`config.mk`:
```
export PLATFORM = sky130hd
export DESIGN_NAME = spdif_biphase_frame_encoder
export DESIGN_NICKNAME = d
export VERILOG_FILES = /design/src/design/sbfe_pkg.sv /design/src/design/sbfe_lane.sv /design/src/design/sbfe_merge.sv /design/src/design/spdif_biphase_frame_encoder.sv
export SDC_FILE = /design/constraint.sdc
export NUM_CORES = 1
export LEC_CHECK = 0
export BUFFER_PORTS_ARGS = -buffer_cell sky130_fd_sc_hd__buf_2
export CAP_MARGIN = 20
export CORE_ASPECT_RATIO = 0.7
export CORE_MARGIN = 2
export CORE_UTILIZATION = 51
export CTS_CLUSTER_DIAMETER = 50
export CTS_CLUSTER_SIZE = 10
export DETAILED_ROUTE_END_ITERATION = 7
export GPL_ROUTABILITY_DRIVEN = 0
export PLACE_DENSITY = 0.74
export SLEW_MARGIN = 20
export SYNTH_ARGS = -nofsm -noshare
export SYNTH_HDL_FRONTEND = slang
export SYNTH_SLANG_ARGS = --single-unit
export TNS_END_PERCENT = 50
```
`constraint.sdc`:
```
create_clock -name clk -period 10.3 [get_ports clk]
set_input_delay 1.545 -clock clk [delete_from_list [all_inputs] [get_ports clk]]
set_output_delay 1.545 -clock clk [all_outputs]
set_load 0.005 [all_outputs]
```
`src/design/sbfe_pkg.sv`:
```
package sbfe_pkg;

    localparam int NUM_LANES = 2;
    localparam int LANE_LEFT = 0;
    localparam int LANE_RIGHT = 1;

    localparam int SAMPLE_W = 16;
    localparam int GAIN_W = 17;
    localparam int WORD_W = 32;
    localparam int CELL_W = 16;

    localparam logic [GAIN_W-1:0] GAIN_UNITY = 17'h10000;

    typedef enum logic
    {
        REG_VOLUME_GAIN = 1'b0,
        REG_MONO_MODE = 1'b1
    } reg_index_t;

    localparam logic [CELL_W-1:0] PRE_B = 16'hCCE8;
    localparam logic [CELL_W-1:0] PRE_M = 16'hCCE2;
    localparam logic [CELL_W-1:0] PRE_W = 16'hCCE4;
    localparam logic [CELL_W-1:0] AUX_BASE = 16'hB333;
    localparam logic [CELL_W-1:0] AUX_FLIP = 16'h7FFF;

    typedef struct packed
    {
        logic signed [SAMPLE_W-1:0] left_sample;
        logic signed [SAMPLE_W-1:0] right_sample;
        logic block_restart;
        logic last_in_buffer;
    } sample_t;

    typedef struct packed
    {
        logic [WORD_W-1:0] left_data_word;
        logic [WORD_W-1:0] left_status_word;
        logic [WORD_W-1:0] right_data_word;
        logic [WORD_W-1:0] right_status_word;
        logic last_out;
    } frame_t;

    typedef struct packed
    {
        logic [WORD_W-1:0] data_word;
        logic [CELL_W-1:0] aux_cells;
    } lane_res_t;

    localparam logic [CELL_W-1:0] BMC_ROM [256] = '{
        16'hcccc, 16'h4ccc, 16'h2ccc, 16'haccc, 16'h34cc, 16'hb4cc, 16'hd4cc, 16'h54cc,
        16'h32cc, 16'hb2cc, 16'hd2cc, 16'h52cc, 16'hcacc, 16'h4acc, 16'h2acc, 16'haacc,
        16'h334c, 16'hb34c, 16'hd34c, 16'h534c, 16'hcb4c, 16'h4b4c, 16'h2b4c, 16'hab4c,
        16'hcd4c, 16'h4d4c, 16'h2d4c, 16'had4c, 16'h354c, 16'hb54c, 16'hd54c, 16'h554c,
        16'h332c, 16'hb32c, 16'hd32c, 16'h532c, 16'hcb2c, 16'h4b2c, 16'h2b2c, 16'hab2c,
        16'hcd2c, 16'h4d2c, 16'h2d2c, 16'had2c, 16'h352c, 16'hb52c, 16'hd52c, 16'h552c,
        16'hccac, 16'h4cac, 16'h2cac, 16'hacac, 16'h34ac, 16'hb4ac, 16'hd4ac, 16'h54ac,
        16'h32ac, 16'hb2ac, 16'hd2ac, 16'h52ac, 16'hcaac, 16'h4aac, 16'h2aac, 16'haaac,
        16'h3334, 16'hb334, 16'hd334, 16'h5334, 16'hcb34, 16'h4b34, 16'h2b34, 16'hab34,
        16'hcd34, 16'h4d34, 16'h2d34, 16'had34, 16'h3534, 16'hb534, 16'hd534, 16'h5534,
        16'hccb4, 16'h4cb4, 16'h2cb4, 16'hacb4, 16'h34b4, 16'hb4b4, 16'hd4b4, 16'h54b4,
        16'h32b4, 16'hb2b4, 16'hd2b4, 16'h52b4, 16'hcab4, 16'h4ab4, 16'h2ab4, 16'haab4,
        16'hccd4, 16'h4cd4, 16'h2cd4, 16'hacd4, 16'h34d4, 16'hb4d4, 16'hd4d4, 16'h54d4,
        16'h32d4, 16'hb2d4, 16'hd2d4, 16'h52d4, 16'hcad4, 16'h4ad4, 16'h2ad4, 16'haad4,
        16'h3354, 16'hb354, 16'hd354, 16'h5354, 16'hcb54, 16'h4b54, 16'h2b54, 16'hab54,
        16'hcd54, 16'h4d54, 16'h2d54, 16'had54, 16'h3554, 16'hb554, 16'hd554, 16'h5554,
        16'h3332, 16'hb332, 16'hd332, 16'h5332, 16'hcb32, 16'h4b32, 16'h2b32, 16'hab32,
        16'hcd32, 16'h4d32, 16'h2d32, 16'had32, 16'h3532, 16'hb532, 16'hd532, 16'h5532,
        16'hccb2, 16'h4cb2, 16'h2cb2, 16'hacb2, 16'h34b2, 16'hb4b2, 16'hd4b2, 16'h54b2,
        16'h32b2, 16'hb2b2, 16'hd2b2, 16'h52b2, 16'hcab2, 16'h4ab2, 16'h2ab2, 16'haab2,
        16'hccd2, 16'h4cd2, 16'h2cd2, 16'hacd2, 16'h34d2, 16'hb4d2, 16'hd4d2, 16'h54d2,
        16'h32d2, 16'hb2d2, 16'hd2d2, 16'h52d2, 16'hcad2, 16'h4ad2, 16'h2ad2, 16'haad2,
        16'h3352, 16'hb352, 16'hd352, 16'h5352, 16'hcb52, 16'h4b52, 16'h2b52, 16'hab52,
        16'hcd52, 16'h4d52, 16'h2d52, 16'had52, 16'h3552, 16'hb552, 16'hd552, 16'h5552,
        16'hccca, 16'h4cca, 16'h2cca, 16'hacca, 16'h34ca, 16'hb4ca, 16'hd4ca, 16'h54ca,
        16'h32ca, 16'hb2ca, 16'hd2ca, 16'h52ca, 16'hcaca, 16'h4aca, 16'h2aca, 16'haaca,
        16'h334a, 16'hb34a, 16'hd34a, 16'h534a, 16'hcb4a, 16'h4b4a, 16'h2b4a, 16'hab4a,
        16'hcd4a, 16'h4d4a, 16'h2d4a, 16'had4a, 16'h354a, 16'hb54a, 16'hd54a, 16'h554a,
        16'h332a, 16'hb32a, 16'hd32a, 16'h532a, 16'hcb2a, 16'h4b2a, 16'h2b2a, 16'hab2a,
        16'hcd2a, 16'h4d2a, 16'h2d2a, 16'had2a, 16'h352a, 16'hb52a, 16'hd52a, 16'h552a,
        16'hccaa, 16'h4caa, 16'h2caa, 16'hacaa, 16'h34aa, 16'hb4aa, 16'hd4aa, 16'h54aa,
        16'h32aa, 16'hb2aa, 16'hd2aa, 16'h52aa, 16'hcaaa, 16'h4aaa, 16'h2aaa, 16'haaaa
    };

endpackage

```
`src/design/sbfe_lane.sv`:
```
module sbfe_lane
(
    input  logic clk,
    input  logic load,
    input  logic signed [sbfe_pkg::SAMPLE_W-1:0] sample,
    input  logic [sbfe_pkg::GAIN_W-1:0] gain,
    output sbfe_pkg::lane_res_t res
);

    logic signed [sbfe_pkg::SAMPLE_W+sbfe_pkg::GAIN_W:0] product;
    logic [sbfe_pkg::SAMPLE_W-1:0] scaled_next;
    logic [sbfe_pkg::SAMPLE_W-1:0] scaled_reg;
    logic [sbfe_pkg::CELL_W-1:0] hi_cells;
    logic [sbfe_pkg::CELL_W-1:0] lo_cells;

    // The scaled sample is bits 31..16 of the signed product.
    assign product = sample * $signed({1'b0, gain});
    assign scaled_next = product[31:16];

    always_ff @(posedge clk)
    begin
        if (load)
        begin
            scaled_reg <= scaled_next;
        end
    end

    // Low-byte cells are inverted when hi_cells[15] is 0, to keep the stream in phase.
    always_comb
    begin
        hi_cells = sbfe_pkg::BMC_ROM[scaled_reg[15:8]];
        lo_cells = sbfe_pkg::BMC_ROM[scaled_reg[7:0]];
        if (!hi_cells[15])
        begin
            lo_cells = ~lo_cells;
        end
        res.data_word = {lo_cells, hi_cells};
        res.aux_cells = lo_cells[15] ? (sbfe_pkg::AUX_BASE ^ sbfe_pkg::AUX_FLIP)
                                     : sbfe_pkg::AUX_BASE;
    end

endmodule

```
`src/design/sbfe_merge.sv`:
```
module sbfe_merge
(
    input  logic clk,
    input  logic load,
    input  sbfe_pkg::lane_res_t lane_res [sbfe_pkg::NUM_LANES],
    input  logic block_start,
    input  logic last_in_buffer,
    output sbfe_pkg::frame_t frame
);

    sbfe_pkg::frame_t frame_next;
    sbfe_pkg::frame_t frame_reg;

    always_comb
    begin
        frame_next.left_data_word = lane_res[sbfe_pkg::LANE_LEFT].data_word;
        frame_next.left_status_word =
            {(block_start ? sbfe_pkg::PRE_B : sbfe_pkg::PRE_M),
             lane_res[sbfe_pkg::LANE_LEFT].aux_cells};
        frame_next.right_data_word = lane_res[sbfe_pkg::LANE_RIGHT].data_word;
        frame_next.right_status_word =
            {sbfe_pkg::PRE_W, lane_res[sbfe_pkg::LANE_RIGHT].aux_cells};
        frame_next.last_out = last_in_buffer;
    end

    always_ff @(posedge clk)
    begin
        if (load)
        begin
            frame_reg <= frame_next;
        end
    end

    assign frame = frame_reg;

endmodule

```
`src/design/spdif_biphase_frame_encoder.sv`:
```
// Encodes one stereo sample pair per request into an S/PDIF frame of two biphase-mark
// subframes. A new pair can be taken every clock cycle while the frame side is not stalling.
// A pair first sits in the lane registers that hold the scaled samples, and their ROM
// lookup feeds the output register; it then sits in that output register. Stalls on
// the frame side propagate back one stage at a time, so an empty stage keeps taking
// requests while a frame waits. Write volume_gain and mono_mode only while no request
// is in flight.
module spdif_biphase_frame_encoder
#(
    parameter int FRAMES_PER_BLOCK = 192
)
(
    input  logic clk,
    input  logic rst_n,
    input  logic sample_valid,
    output logic sample_stall,
    input  sbfe_pkg::sample_t sample,
    output logic frame_valid,
    input  logic frame_stall,
    output sbfe_pkg::frame_t frame,
    input  logic cfg_we,
    input  sbfe_pkg::reg_index_t cfg_index,
    input  logic [sbfe_pkg::GAIN_W-1:0] cfg_data
);

    localparam int CNT_W = $clog2(FRAMES_PER_BLOCK);

    logic [sbfe_pkg::GAIN_W-1:0] gain_reg;
    logic mono_reg;
    logic [CNT_W-1:0] cnt_reg;
    logic [CNT_W-1:0] cnt_next;
    logic [CNT_W:0] cnt_inc;
    logic s1_valid_reg;
    logic s1_first_reg;
    logic s1_last_reg;
    logic out_valid_reg;
    logic out_ready;
    logic s1_ready;
    logic sample_accept;
    logic first_next;
    logic signed [sbfe_pkg::SAMPLE_W-1:0] lane_sample [sbfe_pkg::NUM_LANES];
    sbfe_pkg::lane_res_t lane_res [sbfe_pkg::NUM_LANES];

    assign out_ready = !out_valid_reg || !frame_stall;
    assign s1_ready = !s1_valid_reg || out_ready;
    assign sample_stall = !s1_ready;
    assign sample_accept = sample_valid && s1_ready;
    assign frame_valid = out_valid_reg;

    always_ff @(posedge clk or negedge rst_n)
    begin
        if (!rst_n)
        begin
            gain_reg <= sbfe_pkg::GAIN_UNITY;
            mono_reg <= 1'b0;
        end
        else if (cfg_we)
        begin
            unique case (cfg_index)
                sbfe_pkg::REG_VOLUME_GAIN: gain_reg <= cfg_data;
                sbfe_pkg::REG_MONO_MODE: mono_reg <= cfg_data[0];
                default: ;
            endcase
        end
    end

    // A restart request counts as frame zero of a new block.
    always_comb
    begin
        first_next = sample.block_restart || (cnt_reg == '0);
        cnt_inc = (sample.block_restart ? '0 : (CNT_W + 1)'(cnt_reg)) + (CNT_W + 1)'(1);
        if (cnt_inc >= (CNT_W + 1)'(FRAMES_PER_BLOCK))
        begin
            cnt_next = '0;
        end
        else
        begin
            cnt_next = cnt_inc[CNT_W-1:0];
        end
    end

    always_ff @(posedge clk or negedge rst_n)
    begin
        if (!rst_n)
        begin
            cnt_reg <= '0;
            s1_valid_reg <= 1'b0;
            out_valid_reg <= 1'b0;
        end
        else
        begin
            if (sample_accept)
            begin
                cnt_reg <= cnt_next;
            end
            if (s1_ready)
            begin
                s1_valid_reg <= sample_valid;
            end
            if (out_ready)
            begin
                out_valid_reg <= s1_valid_reg;
            end
        end
    end

    always_ff @(posedge clk)
    begin
        if (sample_accept)
        begin
            s1_first_reg <= first_next;
            s1_last_reg <= sample.last_in_buffer;
        end
    end

    assign lane_sample[sbfe_pkg::LANE_LEFT] = sample.left_sample;
    assign lane_sample[sbfe_pkg::LANE_RIGHT] = mono_reg ? sample.left_sample
                                                        : sample.right_sample;

    for (genvar i = 0; i < sbfe_pkg::NUM_LANES; i++)
    begin : g_lane
        sbfe_lane u_lane
        (
            .clk(clk),
            .load(sample_accept),
            .sample(lane_sample[i]),
            .gain(gain_reg),
            .res(lane_res[i])
        );
    end

    sbfe_merge u_merge
    (
        .clk(clk),
        .load(out_ready && s1_valid_reg),
        .lane_res(lane_res),
        .block_start(s1_first_reg),
        .last_in_buffer(s1_last_reg),
        .frame(frame)
    );

    a_cnt_range: assert property (@(posedge clk) disable iff (!rst_n)
        (CNT_W + 1)'(cnt_reg) < (CNT_W + 1)'(FRAMES_PER_BLOCK))
        else $error("frame counter out of range");

    a_restart_first: assert property (@(posedge clk) disable iff (!rst_n)
        sample_accept && sample.block_restart |=> s1_valid_reg && s1_first_reg)
        else $error("restart pair not marked as block start");

    a_drain: assert property (@(posedge clk) disable iff (!rst_n)
        frame_valid && !frame_stall && !s1_valid_reg |=> !frame_valid)
        else $error("frame repeated after it was taken");

    a_right_preamble: assert property (@(posedge clk) disable iff (!rst_n)
        frame_valid |-> frame.right_status_word[31:16] == sbfe_pkg::PRE_W)
        else $error("right subframe preamble is not W");

endmodule
```
# After elaboration in Yosys (flattened, before gate mapping)

Memories as Yosys holds them, arrays and structs flattened.
Index checks and enable logic that the tools add are counted.

Memories: 4
Bits of input ports: 57
ROM bits: 16,384
Register bits: 175

Reductions and logical operators: 12
Add/sub/neg operators: 1
Bitwise gates (word level): 7
$lt $le $gt $ge: 5
Mux-type cells: 16
Multipliers: 2

Memories:

| name            | depth | width | rd ports | clocked after Yosys merged registers in | write ports | RTL line        | source |
|---|---|---|---|---|---|---|---|
| (no name shown) | 256   | 16    | 1        | 0                                       | 0           | sbfe_lane.sv:32 | `lo_cells = sbfe_pkg::BMC_ROM[scaled_reg[7:0]];` |
| (no name shown) | 256   | 16    | 1        | 0                                       | 0           | sbfe_lane.sv:31 | `hi_cells = sbfe_pkg::BMC_ROM[scaled_reg[15:8]];` |
| (no name shown) | 256   | 16    | 1        | 0                                       | 0           | sbfe_lane.sv:32 |  |
| (no name shown) | 256   | 16    | 1        | 0                                       | 0           | sbfe_lane.sv:31 |  |

Operators by type and width:

| cell                | number |
|---|---|
| $mux 16             | 11 |
| $mul 16x18->32      | 2 |
| $ge 9x9->1 const B  | 4 |
| $not 8->9           | 4 |
| $not 16->16         | 2 |
| $mux 15             | 2 |
| $mux 8              | 2 |
| $add 8x1->9 const B | 1 |
| $ge 9x8->1 const B  | 1 |
| $logic_not 8->1     | 1 |
| $logic_not 1->1     | 4 |
| $mux 4              | 1 |
| $reduce_and 2->1    | 2 |
| $logic_or 1x1->1    | 3 |
| $logic_and 1x1->1   | 2 |
| $not 1->1           | 1 |

# Depth between registers and ports, before layout

Depth after elaboration: 7
Depth in mapped cells: 25
Mapped depth without buffers: 22

# Hierarchy

From an unflattened synthesis, not the netlist that was laid out.

Cell total of the unflattened synthesis: 2,531
Area total of the unflattened synthesis: 24,817.6 um^2

By module, submodules not included:

| module                        | seq. area each (um^2) | area each (um^2) | cells each | times used |
|---|---|---|---|---|
| sbfe_lane at g_lane[1].u_lane | 480.5                 | 9,997.1          | 1,132      | 1 |
| sbfe_lane at g_lane[0].u_lane | 480.5                 | 9,977.1          | 1,127      | 1 |
| sbfe_merge                    | 2,972.9               | 3,209.3          | 132        | 1 |
| spdif_biphase_frame_encoder   | 762.0                 | 1,634.1          | 140        | 1 |

# Least setup slack after synthesis

No wires, ideal clock.

Path type: input port to flip-flop
From: input sample[25] in the netlist's numbering
To: register g_lane[1].u_lane.scaled_reg[15] in the netlist's numbering (data pin)
Stages: 22
Slack: 2.718 ns
Arrival time: 7.320 ns
Library setup time: 0.262 ns
Cells stage by stage: clkbuf_1 mux2_2 clkbuf_1 nand2_1 fa_1 inv_1 fa_1 fa_1 fa_1 fa_1 inv_1 fa_1 inv_1 ha_1 a21oi_1 o211ai_1 a41oi_1 a2111o_1 a21oi_1 nor4_1 o31ai_1 xnor2_1

Cells in the longest elaborated chain, start to end: 2

RTL lines:

| item                                  | RTL line                           | source |
|---|---|---|
| from (decl)                           | spdif_biphase_frame_encoder.sv:17  | `input sbfe_pkg::sample_t sample,` |
| $mux 16                               | spdif_biphase_frame_encoder.sv:117 | `assign lane_sample[sbfe_pkg::LANE_RIGHT] = mono_reg ? sample.left_sample` |
| $mul 16x18->32                        | sbfe_lane.sv:17                    | `assign product = sample * $signed({1'b0, gain});` |
| net g_lane[1].u_lane.product, one bit | sbfe_lane.sv:10                    | `logic signed [sbfe_pkg::SAMPLE_W+sbfe_pkg::GAIN_W:0] product;` |
| to (signal assigned)                  | sbfe_lane.sv:24                    | `scaled_reg <= scaled_next;` |
| to (decl)                             | sbfe_lane.sv:12                    | `logic [sbfe_pkg::SAMPLE_W-1:0] scaled_reg;` |

The timed path passes the listed nets, and every way through them passes these cells.
A chain may end at the register's enable or synchronous reset.

# Final worst setup path

From: input sample[20] in the netlist's numbering
To: register g_lane[1].u_lane.scaled_reg[5] in the netlist's numbering (data pin)

Same word-level chain as after synthesis.

==> results list <==
* Total of endpoints with negative setup slack in the final report: 0
- The root buffer cell chosen for the clock tree is sky130_fd_sc_hd__clkbuf_16.
- Overall overflow remaining after global route: 0
- Cell type with the highest occurrence count on the critical path: sky130_fd_sc_hd__fa_1
- The first global-routing pass estimated roughly 90000 um of wire.
- Crit path max fanout: 18
- Relative to the synthesized area, the layout overhead comes to 6.84%.
- Leading post-synthesis cells by instance count: sky130_fd_sc_hd__inv_1 (565), sky130_fd_sc_hd__fa_1 (414), sky130_fd_sc_hd__nand2_1 (270), sky130_fd_sc_hd__ha_1 (222), sky130_fd_sc_hd__and2_1 (185)
* End point of the worst hold path: u_merge.frame[0]
- Number of enable flip-flop cells after synthesis: between 100 and 150
- Aggregate global-route resource usage: 0.248
* Number of synthesis warnings: 0
* Cell with the largest stage delay on the worst path: sky130_fd_sc_hd__a2111oi_1
* Clock tree from TritonCTS: built
* Post-cts sizing count: 0
- CP delay by family, top: adder cells
- Worst R2R End: g_lane[1].u_lane.scaled_reg[5]
- Max reg flops: 67
* Number of buffers and inverters on the critical path: 4
- In the post-route analysis, the smallest setup slack over all paths is between 2 and 2.5 ns.
* DIE HEIGHT: 181 um
- Derived from the worst setup path, the maximum achievable clock frequency is approximately 130 MHz.
- FF-to-FF path depth: 20
- Yosys attributes the largest share of cell area to sky130_fd_sc_hd__fa_1 (36%), sky130_fd_sc_hd__edfxtp_1 (13%), sky130_fd_sc_hd__ha_1 (12%).
- Total routed wirelength: between 50000 and 60000 um
- Worst slew pin tran: between 1 and 1.5 ns
* CP required: about 11 ns
- Total of flip-flops plus latches after synthesis: around 130
- Total Die Area: around 47000 um2
- Hold depth: 0
- Average detailed-routed wire length per instance: around 18 um
- Placeable core region: 44000 um2
- The count of buffers added on input and output ports is between 150 and 200.
- Class of the tightest hold or removal check: reg2reg
* First-pass iteration count of the detailed router: 7
- Type of element launching the critical path: primary input
* Leading area contributor after synthesis: sky130_fd_sc_hd__fa_1
* Number of clock sinks seen by CTS: roughly 130
- Share of synthesized flip-flops with an asynchronous set or reset: 0.217
- TritonCTS created 17 clock buffers.
- Max-cap violations in this run came to 0.
- Unique masters post-synth: 55
- After the last flow step, the layout net total stands at between 3000 and 4000.
- I/O Pins: 188
- Clk_lat worst skew: 0.47 ns
- After layout, the minimum clock period comes to approximately 7.9 ns.
- Max clock buf depth: 2
* Post-route cell area: approximately 25000 um2
- Post-route fraction of the period consumed by the critical path: 0.771
- The count of endpoints failing hold in the final timing report came to 0.
- Post-synthesis instance area: between 20000 and 25000 um2
* Launching point of the worst reg2reg path: mono_reg
- In this run, the number of DRC markers left after iteration 0 of detailed routing was roughly 1200.
- Summing over every cut layer, the via total after detailed routing is between 15000 and 20000.
- Mean instance size in the synthesized netlist: 9.80 um2
- By instance count, the leading cell after synthesis is sky130_fd_sc_hd__inv_1.
* Number of standard-cell rows in the floorplan: 64
* Flip-flop cell with the highest count after synthesis: sky130_fd_sc_hd__edfxtp_1
- Starting density of the core: 0.521
- Cell breakdown of the critical path: buf_2 -> mux2_2 -> nand2_1 -> fa_1 -> fa_1 -> fa_1 -> inv_1 -> fa_1 -> fa_1 -> inv_1 -> fa_1 -> inv_1 -> ha_1 -> nand4_1 -> a2111oi_1 -> a2111oi_2 -> o21ai_0 -> a31oi_1 -> xnor2_1
* Met3 Track Usage GR: 0.0546
- The wire-length estimate of the detail-placed layout is about 42000 um.
- Total placed instance area: 24000 um2
* Met2 Use GR: 0.393
- For this run, the slowest stage of the critical path takes ~0.9 ns.
* H-Tree Level Count: 4
- Outcome: complete, no violations
- Before CTS, the worst setup slack after placement is ~2.0 ns.
* Portion of the post-synthesis area used by sequential elements: 0.163
- Setup repair after global routing missed its margin: false
* FF-to-FF setup slack: between 2 and 3 ns
- Number of antenna violations at the first check in global routing: 1
- Worst endpoint data arrival time: between 8 and 9 ns
- In this run the most used layer during global routing was met2.
- Remaining antenna violation count: 0
- The clock arrives with between 0.02 and 0.025 ns of skew.
- For met1 alone, demand over resource in global routing was 0.346.
- The worst hold path begins at s1_last_reg.
- Critical path type: in2reg
* Count of hold-fix buffers inserted at cts: 0
- After detailed routing, the number of remaining DRC violations is 0.
- After clock tree synthesis, the clock-pin slew on the worst setup and hold paths is 0.07 ns.
* Mapped Cells: around 2300
* Vias per Instance: ~5.2
- Largest net degree at the start of global routing: 68
* Summed negative setup slack over all endpoints: 0 ns
- The share of synthesized area in the top cell type comes to 0.361.
- In this run the post-CTS setup repair buffer count came out at 0.
- Crit path capture type: register
* Via count of the first global-routing pass: 17300
- Proportion of layout cells with a drive suffix above 1: 0.110
- Headroom to the max-slew limit: 0.270
- Die extent in x: about 260 um
* Final max-slew violation count: 0
==> how the worst max path moves through the flow <==
stage                     startpoint  depth (start not counted)                         endpoint  slack [ns]
after detailed placement  sample[19]                         21  g_lane[1].u_lane.scaled_reg[15]        1.98
after global routing      sample[20]                         19   g_lane[1].u_lane.scaled_reg[5]        1.94
after CTS                 sample[19]                         21  g_lane[1].u_lane.scaled_reg[15]        2.47
after floorplan           sample[25]                         22  g_lane[1].u_lane.scaled_reg[15]        2.72
after global placement    sample[20]                         19   g_lane[1].u_lane.scaled_reg[5]        1.73
final                     sample[20]                         19   g_lane[1].u_lane.scaled_reg[5]        2.36
==> logic make-up after synthesis <==
family          count (synthesis)  synth area share
fa+ha+maj                     636             0.482
flops                         129             0.163
buf+inv                       719             0.128
other cells                     2          0.000327
compound gates                102            0.0305
mux                            34            0.0164
xor+xnor                       81            0.0407
simple gates                  638             0.139
==> layout make-up <==
| class | instances | area [um2] |
|---|---|---|
| fillers | 3845 | 19500 |
| repair buffers | 177 | 946 |
| diodes | 2 | 5.00 |
| well taps | 594 | 743 |
| clock inverters | 11 | 118 |
| multi-input cells | 1525 | 16400 |
| flip-flops and latches | 129 | 3730 |
| inverters | 566 | 2120 |
| clock buffers | 19 | 433 |
==> through the flow <==
| stage | std cells | util | hold WS (ns) |
|---|---|---|---|
| finish | 3023 | 0.557 | 0.421 |
| floorplan | 2373 | - | 0.400 |
| global route | 3021 | 0.557 | 0.440 |
| CTS | 3021 | 0.557 | 0.423 |
| global placement | 2991 | 0.544 | 0.405 |
| detailed placement | 2991 | 0.544 | 0.407 |
==> placed cells by master (no fill, tap or decap), types with 15 or more instances in the layout <==
| master | netlist | layout |
|---|---|---|
| sky130_fd_sc_hd__buf_2 | 0 | 153 |
| sky130_fd_sc_hd__conb_1 | 2 | 34 |
| sky130_fd_sc_hd__xnor2_1 | 54 | 54 |
| sky130_fd_sc_hd__a21oi_1 | 23 | 23 |
| sky130_fd_sc_hd__and2_1 | 185 | 185 |
| sky130_fd_sc_hd__fa_1 | 414 | 414 |
| sky130_fd_sc_hd__ha_1 | 222 | 222 |
| sky130_fd_sc_hd__clkbuf_16 | 0 | 17 |
| sky130_fd_sc_hd__buf_4 | 63 | 24 |
| sky130_fd_sc_hd__inv_1 | 565 | 565 |
| sky130_fd_sc_hd__nor2_1 | 37 | 37 |
| sky130_fd_sc_hd__a21o_1 | 19 | 19 |
| sky130_fd_sc_hd__nor2b_1 | 63 | 62 |
| sky130_fd_sc_hd__nand2b_1 | 25 | 25 |
| sky130_fd_sc_hd__dfrtp_1 | 27 | 27 |
| sky130_fd_sc_hd__mux2_2 | 29 | 29 |
| sky130_fd_sc_hd__o21ai_0 | 15 | 15 |
| sky130_fd_sc_hd__nand2_1 | 270 | 270 |
| sky130_fd_sc_hd__edfxtp_1 | 101 | 101 |
==> metal layers <==
| metal | share of wire | up-vias |
|---|---|---|
| met5 | 0 | - |
| met4 | 0.021 | 0 |
| met3 | 0.081 | 76 |
| met2 | 0.46 | 576 |
| met1 | 0.44 | 8075 |
| li1 | - | 7026 |
Power is left out: the tool's default activity adds up to more than one toggle a clock period on the data nets, which glitch-free logic cannot reach.
